**config.mk**
```make
export PLATFORM = sky130hd
export DESIGN_NAME = i2c_master_transaction_sequencer_core
export DESIGN_NICKNAME = d
export VERILOG_FILES = /design/src/rtl/imtseq_pkg.sv /design/src/rtl/i2c_master_transaction_sequencer_core.sv /design/src/rtl/imtseq_step.sv
export SDC_FILE = /design/constraint.sdc
export NUM_CORES = 1
export LEC_CHECK = 0
export BUFFER_PORTS_ARGS = -buffer_cell sky130_fd_sc_hd__buf_4
export CAP_MARGIN = 20
export CORE_MARGIN = 2
export CORE_UTILIZATION = 25
export DETAILED_ROUTE_END_ITERATION = 10
export GPL_TIMING_DRIVEN = 0
export PLACE_DENSITY_LB_ADDON = 0.08
export SKIP_CTS_REPAIR_TIMING = 1
export SYNTH_ARGS = -nofsm -noshare
export SYNTH_HDL_FRONTEND = slang
export SYNTH_SLANG_ARGS = --single-unit
```
**constraint.sdc**
```tcl
create_clock -name clk -period 2.8 [get_ports clk]
set_input_delay 0.28 -clock clk [delete_from_list [all_inputs] [get_ports clk]]
set_output_delay 0.28 -clock clk [all_outputs]
set_load 0.1 [all_outputs]
```
**src/rtl/imtseq_pkg.sv**
```systemverilog
// package: types and codes shared by the i2c master transaction sequencer
`timescale 1ns / 1ps

package imtseq_pkg;

    localparam int COUNT_BITS_DEF = 16;

    typedef enum logic [1:0] {
        OP_BEGIN   = 2'd0,
        OP_DONE    = 2'd1,
        OP_TIMEOUT = 2'd2,
        OP_NONE    = 2'd3
    } opcode_t;

    typedef enum logic [2:0] {
        PH_IDLE   = 3'd0,
        PH_ADDR   = 3'd1,
        PH_REG    = 3'd2,
        PH_RSTART = 3'd3,
        PH_WDATA  = 3'd4,
        PH_RDATA  = 3'd5
    } phase_t;

    typedef enum logic [2:0] {
        ACT_NONE   = 3'd0,
        ACT_START  = 3'd1,
        ACT_SEND   = 3'd2,
        ACT_RSTART = 3'd3,
        ACT_RX_ACK = 3'd4,
        ACT_RX_NAK = 3'd5,
        ACT_STOP   = 3'd6
    } action_t;

    typedef enum logic [2:0] {
        ST_BUSY     = 3'd0,
        ST_SUCCESS  = 3'd1,
        ST_TIMEOUT  = 3'd2,
        ST_BAD_ADDR = 3'd3,
        ST_BAD_REG  = 3'd4,
        ST_XFER     = 3'd5
    } status_t;

    typedef struct packed {
        logic [1:0]  opcode;
        logic        is_read;
        logic        use_register;
        logic [6:0]  slave_address;
        logic [7:0]  register_address;
        logic [15:0] byte_count;
        logic [7:0]  write_data;
        logic        ack_received;
        logic        transfer_complete;
        logic [7:0]  received_byte;
    } in_item_t;

    typedef struct packed {
        action_t     bus_action;
        logic [7:0]  send_byte;
        logic        read_valid;
        logic [7:0]  read_data;
        logic        finished;
        status_t     status;
    } res_item_t;

endpackage

```
**src/rtl/i2c_master_transaction_sequencer_core.sv**
```systemverilog
// top level: input register, step logic and result register
// an input beat waits in the input register; its result is then held in the result register
// throughput: one beat per cycle unless out_ready stalls; one result beat per input beat
// the input register frees whenever its beat moves into a free or draining result register
// reset: asynchronous, clears both registers' valid flags and the transaction state to idle
`timescale 1ns / 1ps

module i2c_master_transaction_sequencer_core #(
    parameter int COUNT_BITS = imtseq_pkg::COUNT_BITS_DEF
) (
    input  logic        clk,
    input  logic        rst_n,
    input  logic        in_valid,
    output logic        in_ready,
    input  logic [1:0]  opcode,
    input  logic        is_read,
    input  logic        use_register,
    input  logic [6:0]  slave_address,
    input  logic [7:0]  register_address,
    input  logic [15:0] byte_count,
    input  logic [7:0]  write_data,
    input  logic        ack_received,
    input  logic        transfer_complete,
    input  logic [7:0]  received_byte,
    output logic        out_valid,
    input  logic        out_ready,
    output logic [2:0]  bus_action,
    output logic [7:0]  send_byte,
    output logic        read_valid,
    output logic [7:0]  read_data,
    output logic        finished,
    output logic [2:0]  status
);
    import imtseq_pkg::*;

    logic      in_valid_reg;
    in_item_t  in_item_reg;
    logic      out_valid_reg;
    res_item_t res_reg;
    res_item_t res_next;
    logic      advance;

    assign advance  = in_valid_reg && (!out_valid_reg || out_ready);
    assign in_ready = !in_valid_reg || advance;

    always_ff @(posedge clk or negedge rst_n)
    begin
        if (!rst_n)
        begin
            in_valid_reg  <= 1'b0;
            out_valid_reg <= 1'b0;
        end
        else
        begin
            if (in_ready)
            begin
                in_valid_reg <= in_valid;
            end
            if (advance)
            begin
                out_valid_reg <= 1'b1;
            end
            else if (out_ready)
            begin
                out_valid_reg <= 1'b0;
            end
        end
    end

    always_ff @(posedge clk)
    begin
        if (in_valid && in_ready)
        begin
            in_item_reg <= '{opcode, is_read, use_register, slave_address, register_address,
                             byte_count, write_data, ack_received, transfer_complete,
                             received_byte};
        end
        if (advance)
        begin
            res_reg <= res_next;
        end
    end

    imtseq_step #(
        .COUNT_BITS(COUNT_BITS)
    ) u_step (
        .clk    (clk),
        .rst_n  (rst_n),
        .advance(advance),
        .item   (in_item_reg),
        .res    (res_next)
    );

    assign out_valid  = out_valid_reg;
    assign bus_action = res_reg.bus_action;
    assign send_byte  = res_reg.send_byte;
    assign read_valid = res_reg.read_valid;
    assign read_data  = res_reg.read_data;
    assign finished   = res_reg.finished;
    assign status     = res_reg.status;

endmodule

```
**src/rtl/imtseq_step.sv**
```systemverilog
// transaction state registers and the per-beat step logic
`timescale 1ns / 1ps

module imtseq_step #(
    parameter int COUNT_BITS = imtseq_pkg::COUNT_BITS_DEF
) (
    input  logic                  clk,
    input  logic                  rst_n,
    input  logic                  advance,
    input  imtseq_pkg::in_item_t  item,
    output imtseq_pkg::res_item_t res
);
    import imtseq_pkg::*;

    phase_t                phase_reg, phase_next;
    logic                  reading_reg, reading_next;
    logic                  regw_reg, regw_next;
    logic [6:0]            target_reg, target_next;
    logic [7:0]            regbyte_reg, regbyte_next;
    logic [COUNT_BITS-1:0] left_reg, left_next;

    logic                  go_data;
    logic [COUNT_BITS-1:0] data_cnt;

    always_ff @(posedge clk or negedge rst_n)
    begin
        if (!rst_n)
        begin
            phase_reg   <= PH_IDLE;
            reading_reg <= 1'b0;
            regw_reg    <= 1'b0;
            target_reg  <= '0;
            regbyte_reg <= '0;
            left_reg    <= '0;
        end
        else if (advance)
        begin
            phase_reg   <= phase_next;
            reading_reg <= reading_next;
            regw_reg    <= regw_next;
            target_reg  <= target_next;
            regbyte_reg <= regbyte_next;
            left_reg    <= left_next;
        end
    end

    always_comb
    begin
        res          = '0;
        res.bus_action = ACT_NONE;
        res.status   = ST_BUSY;
        phase_next   = phase_reg;
        reading_next = reading_reg;
        regw_next    = regw_reg;
        target_next  = target_reg;
        regbyte_next = regbyte_reg;
        left_next    = left_reg;
        go_data      = 1'b0;
        data_cnt     = left_reg;

        case (opcode_t'(item.opcode))
            OP_BEGIN:
            begin
                reading_next   = item.is_read;
                regw_next      = item.use_register;
                target_next    = item.slave_address;
                regbyte_next   = item.register_address;
                left_next      = item.byte_count[COUNT_BITS-1:0];
                res.bus_action = ACT_START;
                res.send_byte  = {item.slave_address, item.is_read & ~item.use_register};
                phase_next     = PH_ADDR;
            end
            OP_TIMEOUT:
            begin
                if (phase_reg != PH_IDLE)
                begin
                    res.finished = 1'b1;
                    res.status   = ST_TIMEOUT;
                    phase_next   = PH_IDLE;
                end
            end
            OP_DONE:
            begin
                case (phase_reg)
                    PH_ADDR:
                    begin
                        if (!item.ack_received)
                        begin
                            res.finished = 1'b1;
                            res.status   = ST_BAD_ADDR;
                            phase_next   = PH_IDLE;
                        end
                        else if (regw_reg)
                        begin
                            res.bus_action = ACT_SEND;
                            res.send_byte  = regbyte_reg;
                            phase_next     = PH_REG;
                        end
                        else
                        begin
                            go_data = 1'b1;
                        end
                    end
                    PH_REG:
                    begin
                        if (!item.ack_received)
                        begin
                            res.finished = 1'b1;
                            res.status   = ST_BAD_REG;
                            phase_next   = PH_IDLE;
                        end
                        else if (reading_reg)
                        begin
                            res.bus_action = ACT_RSTART;
                            res.send_byte  = {target_reg, 1'b1};
                            phase_next     = PH_RSTART;
                        end
                        else
                        begin
                            go_data = 1'b1;
                        end
                    end
                    PH_RSTART:
                    begin
                        if (!item.ack_received)
                        begin
                            res.finished = 1'b1;
                            res.status   = ST_BAD_ADDR;
                            phase_next   = PH_IDLE;
                        end
                        else
                        begin
                            go_data = 1'b1;
                        end
                    end
                    PH_WDATA:
                    begin
                        if (!item.ack_received || !item.transfer_complete)
                        begin
                            res.finished = 1'b1;
                            res.status   = ST_XFER;
                            phase_next   = PH_IDLE;
                        end
                        else
                        begin
                            data_cnt  = left_reg - COUNT_BITS'(1);
                            left_next = data_cnt;
                            go_data   = 1'b1;
                        end
                    end
                    PH_RDATA:
                    begin
                        res.read_valid = 1'b1;
                        res.read_data  = item.received_byte;
                        data_cnt       = left_reg - COUNT_BITS'(1);
                        left_next      = data_cnt;
                        go_data        = 1'b1;
                    end
                    default:
                    begin
                    end
                endcase
            end
            default:
            begin
            end
        endcase

        // enter or continue the data part
        if (go_data)
        begin
            if (data_cnt == '0)
            begin
                res.bus_action = ACT_STOP;
                res.finished   = 1'b1;
                res.status     = ST_SUCCESS;
                phase_next     = PH_IDLE;
            end
            else if (reading_reg)
            begin
                res.bus_action = (data_cnt > COUNT_BITS'(1)) ? ACT_RX_ACK : ACT_RX_NAK;
                phase_next     = PH_RDATA;
            end
            else
            begin
                res.bus_action = ACT_SEND;
                res.send_byte  = item.write_data;
                phase_next     = PH_WDATA;
            end
        end
    end

endmodule
```
==> impl_metrics.py, run 1 <==
metrics = {
    "sta": {
        "slew_headroom": 0.404,
        "worst_slew_pin_slew_ns": 0.887,
        "rsz0062_at_grt": "yes",
        "period_share": 1.18,
        "fmax_mhz": 304,
        "finalSetupViolCount": 16,
        "fin_ws_ns": -0.495,
        "hold_viol_final": 0,
        "fin_skew_ns": 0.00788,
        "final_max_slew_viol_count": 0,
        "fin_tns_setup_ns": -4.65,
        "post-route-min-period_ns": 3.29,
    },
    "layout": {
        "layout_commonest_cell": "buf_4",
        "drive_gt1_frac": 0.338,
        "final_nets": 587,
        "fill_cells": 2142,
        "final_cell_mix": "91 x buf_4, 77 x edfxtp_1, 35 x dfrtp_1",
        "n_antenna_cell": 0,
        "largest_register_ff_count": 53,
        "area_growth_pct": 33.2,
    },
    "route": {
        "drtAntennaViolNets": 0,
        "viasPerCell": 4.68,
        "drt-initial-drc-count": 195,
        "totalWireLength_microns": 14100,
        "drc": 0,
        "vias": 3806,
        "wl_per_cell_microns": 17.4,
        "first_pass_iters": 5,
    },
    "run": {
        "max-cap-violations": 0,
    },
    "place": {
        "dp_slack_ns": -0.755,
        "hpwl_microns": 9480,
        "io_buffer_count": 82,
        "gp_congestion": 0.811,
    },
    "critical_path": {
        "cp_data_required_time_ns": 2.96,
        "crit_path_max_fanout": 8,
        "reg2regPathDepth": 9,
        "path_class": "register to register",
        "r2r_slack_ns": -0.49,
        "cp_data_arrival_time_ns": 3.45,
        "cp-end-kind": "register",
        "worst_setup_path_start_kind": "register",
    },
    "floorplan": {
        "start_util": 0.252,
        "core-area_sq_um": 20900,
        "die_height_microns": 149,
        "dieArea_sq_um": 22300,
        "core.rowCount": 53,
        "io_pins": 83,
        "die_w_microns": 149,
    },
    "yosys": {
        "synth_cells": 415,
        "synth_top_area_frac": 0.438,
        "synth_area_sq_um": 5270,
        "syn_nets": 477,
        "synth_area_leaders": "edfxtp_1 44%, dfrtp_1 18%, mux2_2 5.3%",
        "yosysTopAreaCell": "edfxtp_1",
        "synth_edf_count": 77,
        "ys_seq_elements": 115,
        "synth_warnings": 0,
        "synth-async-reset-ratio": 0.330,
        "avgSynthCellArea_sq_um": 12.7,
        "yosysUniqueCellTypes": 65,
        "seq_area_frac_synth": 0.619,
        "ys.flop_type": "edfxtp_1",
    },
    "grt": {
        "grt_pass1_wl_microns": 22000,
        "antenna_found_initial": 0,
        "grt_pass1_vias": 3898,
        "grt_overflow": 0,
        "grt_use_total": 0.132,
        "grt_max_degree": 54,
    },
    "clocking": {
        "htree_levels": 4,
        "cts_made_buffers": 17,
        "ctsRootBufferMaster": "clkbuf_16",
        "cts_buffer_depth": 2,
        "tritoncts": "built",
        "clkLatencyLatePin_ns": 0.41,
        "clk_pin_slew_ns": 0.06,
        "clock-sinks": 115,
    },
    "power_and_ir_drop": {
        "power_frac_comb": 0.230,
        "ir_worst_vdd_uv": 406,
        "p_switching_uw": 1820,
        "cellLeakagePower_uw": 0.00267,
        "p_sw_frac": 0.318,
        "p_per_area_nw_per_um2": 815,
        "p_clk_frac": 0.377,
        "seqPwrFrac": 0.393,
        "internal_power_uw": 3910,
    },
    "outcome": {
        "status": "complete, but fails checks",
        "violations": "setup timing",
    },
    "hold_path": {
        "whs_path_depth": 1,
        "hp-class": "primary input to register",
    },
}
[power by group through the flow]
stage / clock network [uW] / logic [uW] / registers (uW)
5_1_grt: 2290 / 1430 / 2290
3_3_place_gp: 0 / 1250 / 2260
4_1_cts: 2220 / 1270 / 2230
3_5_place_dp: 0 / 1260 / 2260
6_report: 2160 / 1320 / 2250
2_1_floorplan: 0 / 707 / 2430
[critical path, cell delays in order (launching register included)]
cell and delay (ns):
dfrtp_2 0.44, buf_4 0.15, nor4_1 0.43, nand4_1 0.21
nor3_1 0.41, xor2_1 0.19, or4_4 0.57, o21ai_4 0.17
buf_12 0.17, mux2_4 0.30
[metrics by stage]
step	cells	total power, uW	hold slack (ns)	utilization	instance area, sq um
3_3_place_gp	772	3510	0.325	0.299	6240
4_1_cts	806	5720	-0.126	0.328	6850
5_1_grt	813	6000	0.0208	0.336	7030
6_report	813	5730	0.0382	0.336	7030
3_5_place_dp	774	3520	0.326	0.300	6270
2_1_floorplan	415	3140	-0.0156	-	5280
[final timing paths]
kind,start,end
setup / recovery,u_step.left_reg[4],send_byte[5]
hold / removal,slave_address[0],in_item_reg[42]
setup reg to reg,u_step.left_reg[4],send_byte[5]
hold reg to reg,in_item_reg[39],u_step.regbyte_reg[5]
max in group asynchronous,rst_n,out_valid
min in group asynchronous,rst_n,async pin
[per-layer routing]
metal	up-vias	routed length, microns	global-route usage
met3	16	548	0.0287
met5	-	0	0
met4	0	223	0.0500
met1	1882	6770	0.184
met2	92	6570	0.200
li1	1816	-	-
[layout make-up]
| cell class | count | area (sq um) | share of cell area |
|---|---|---|---|
| flip-flops and latches | 115 | 3270 | 0.465 |
| multi-input cells | 267 | 1900 | 0.270 |
| repair buffers | 95 | 746 | 0.106 |
| clock buffers | 18 | 429 | 0.0611 |
| well taps | 275 | 344 | 0.0490 |
| clock inverters | 14 | 151 | 0.0215 |
| plain buffers | 18 | 146 | 0.0208 |
| inverters | 11 | 45.0 | 0.00641 |
[cell families (layout without fill, tap and decap cells)]
family,Yosys count,count (layout),synth area share
XOR/XNOR,7,7,0.0116
buffers and inverters,33,156,0.0387
multiplexers,25,25,0.0534
flip-flops,115,115,0.619
AND/OR/NAND/NOR,120,120,0.130
AO/OA/AOI/OAI,110,110,0.135
adder cells (fa/ha/maj),5,5,0.0119
[cells in the mapped netlist (all sizes together), types with 2 or more instances]
| master | count |
|---|---|
| nand2b | 5 |
| and2 | 12 |
| xnor2 | 3 |
| ha | 5 |
| xor2 | 4 |
| nor2b | 2 |
| clkbuf | 19 |
| inv | 10 |
| o21a | 2 |
| o31a | 2 |
| nor4 | 13 |
| o211ai | 2 |
| nor3 | 12 |
| o22a | 2 |
| nand3 | 12 |
| o21ai | 34 |
| edfxtp | 77 |
| o41ai | 2 |
| mux2 | 25 |
| or4 | 4 |
| o22ai | 9 |
| and3 | 2 |
| dfrtp | 38 |
| nand3b | 5 |
| nand2 | 25 |
| a21o | 2 |
| nand4 | 5 |
| a21oi | 23 |
| a31oi | 6 |
| nor2 | 14 |
| buf | 2 |
| or3 | 3 |
| a221o | 2 |
| a22oi | 13 |
Note: power is estimated with default switching activity, not from simulation.
==> run 2: changes to the inputs <==
Clock period 2.8 ns to 4.05 ns, I/O delays scaled along.
==> run 2 against run 1 <==
Against the previous run: the flow now finishes without violations; clock skew about the same; register-to-register slack better by 1.0 ns; critical path depth decreased by 1; largest cell class unchanged; via count is 1.7% lower; clock-buffer cell count unchanged; largest power group unchanged; design area fell by 1.9%; first-iteration DRC count grew 10%; die area stayed put.
==> impl_metrics.py, run 2 (synthesized netlist as in run 1, its figures left out) <==
metrics = {
    "outcome": {
        "status": "finished clean",
    },
    "clocking": {
        "clock-sinks": 115,
        "ctsRootBufferMaster": "clkbuf_16",
        "clkLatencyLatePin_ns": 0.41,
        "tritoncts": "built",
        "htree_levels": 4,
        "clk_pin_slew_ns": 0.06,
        "cts_buffer_depth": 2,
        "cts_made_buffers": 17,
    },
    "critical_path": {
        "cp_data_required_time_ns": 4.21,
        "cp-end-kind": "register",
        "max_stage_delay_ns": 0.57,
        "cp_data_arrival_time_ns": 3.71,
        "crit_start": "u_step.phase_reg[1]",
        "crit_path_max_fanout": 10,
        "slowest_stage": "or4_4",
        "rr_startpoint": "u_step.phase_reg[1]",
        "worst_setup_path_start_kind": "register",
        "reg2regPathDepth": 8,
        "path_class": "register to register",
        "worst_path_dominant_cell_family": "simple AND/OR/NAND/NOR gates",
        "worst-path-stages": 8,
        "critPathBufInv": 1,
        "crit_chain": "clkbuf_1 > nor2b_1 > nand4_1 > nor3_1 > xor2_1 > or4_4 > o21ai_4 > mux2_2",
    },
    "sta": {
        "fmax_mhz": 282,
        "rsz0062_at_grt": "no",
        "fin_skew_ns": 0.00759,
        "slew_headroom": 0.305,
        "fin_ws_ns": 0.502,
        "worst_slew_pin_slew_ns": 1.03,
        "finalSetupViolCount": 0,
        "hold_viol_final": 0,
        "period_share": 0.876,
        "final_max_slew_viol_count": 0,
        "post-route-min-period_ns": 3.55,
        "fin_tns_setup_ns": 0,
    },
    "floorplan": {
        "io_pins": 83,
        "die_height_microns": 149,
        "start_util": 0.252,
        "dieArea_sq_um": 22300,
        "die_w_microns": 149,
        "core.rowCount": 53,
        "core-area_sq_um": 20900,
    },
    "layout": {
        "final_cell_mix": "82 x buf_4, 77 x edfxtp_1, 38 x dfrtp_1",
        "layout_commonest_cell": "buf_4",
        "largest_register_ff_count": 53,
        "area_growth_pct": 30.7,
        "layout.cells.non_filler": 807,
        "final_nets": 581,
        "n_antenna_cell": 0,
        "drive_gt1_frac": 0.306,
        "finish.utilization": 0.330,
    },
    "power_and_ir_drop": {
        "p_per_area_nw_per_um2": 573,
        "ir_worst_vdd_uv": 282,
        "cellLeakagePower_uw": 0.00260,
    },
    "hold_path": {
        "hp-class": "primary input to async pin",
    },
    "grt": {
        "grt_pass1_vias": 3840,
        "grt_overflow": 0,
        "grt_max_degree": 39,
        "grt_use_total": 0.133,
        "grt_pass1_wl_microns": 22100,
        "antenna_found_initial": 0,
    },
    "route": {
        "drc": 0,
        "first_pass_iters": 4,
        "drt-initial-drc-count": 215,
        "viasPerCell": 4.64,
        "totalWireLength_microns": 14200,
        "wl_per_cell_microns": 17.5,
        "vias": 3743,
        "drtAntennaViolNets": 0,
    },
    "place": {
        "gp_congestion": 0.825,
        "placed_cells": 774,
        "dp_slack_ns": 0.510,
        "io_buffer_count": 82,
        "hpwl_microns": 9790,
    },
    "run": {
        "max-cap-violations": 0,
    },
}
-- run 2: cell types whose count changed in the layout (fill, tap and decap cells not counted), moves of 4 or more --
cell,previous run,this run
clkbuf_1,10,14
mux2_4,8,0
buf_4,91,82
mux2_2,17,25
-- run 2: through the flow --
| stage | cell area (sq um) | power, uW | hold slack, ns |
|---|---|---|---|
| after floorplan | 5270 | 2170 | 0.109 |
| after global placement | 6230 | 2430 | 0.445 |
| after detailed placement | 6260 | 2440 | 0.458 |
| after CTS | 6860 | 4010 | 0.00967 |
| after global routing | 6890 | 4150 | 0.0391 |
| final | 6890 | 3950 | 0.00442 |
-- run 2: cell type report --
cell class / instances / area, sq um
fill: 2103 / 14000
sequential: 115 / 3260
tap: 275 / 344
multi-input combinational: 267 / 1810
clock buffer: 18 / 429
buffer: 22 / 163
clock inverter: 14 / 175
timing repair buffer: 85 / 668
inverter: 11 / 41.3
-- run 2: metal layers --
| metal | up-vias | part of all wire | global-route usage | routed length (microns) |
|---|---|---|---|---|
| li1 | 1822 | - | - | - |
| met1 | 1837 | 0.50 | 0.187 | 7070 |
| met2 | 72 | 0.45 | 0.201 | 6420 |
| met3 | 12 | 0.032 | 0.0284 | 454 |
| met4 | 0 | 0.014 | 0.0505 | 202 |
| met5 | - | 0 | 0 | 0 |
-- run 2: path summary, 6_finish.rpt --
path | end | slack (ns)
setup / recovery | send_byte[1] | 0.50
min in group clk | in_item_reg[3] | 0.17
max in group asynchronous | u_step.target_reg[1] | 3.65
hold / removal | u_step.left_reg[5] | 0.004
setup reg to reg | send_byte[1] | 0.50
hold reg to reg | u_step.regbyte_reg[6] | 0.47
-- run 2: where the power goes --
group / switching, uW / internal [uW] / total [uW]
registers: 109 / 1430 / 1540
clock network: 562 / 975 / 1540
logic: 552 / 324 / 876
total: 1220 / 2730 / 3950
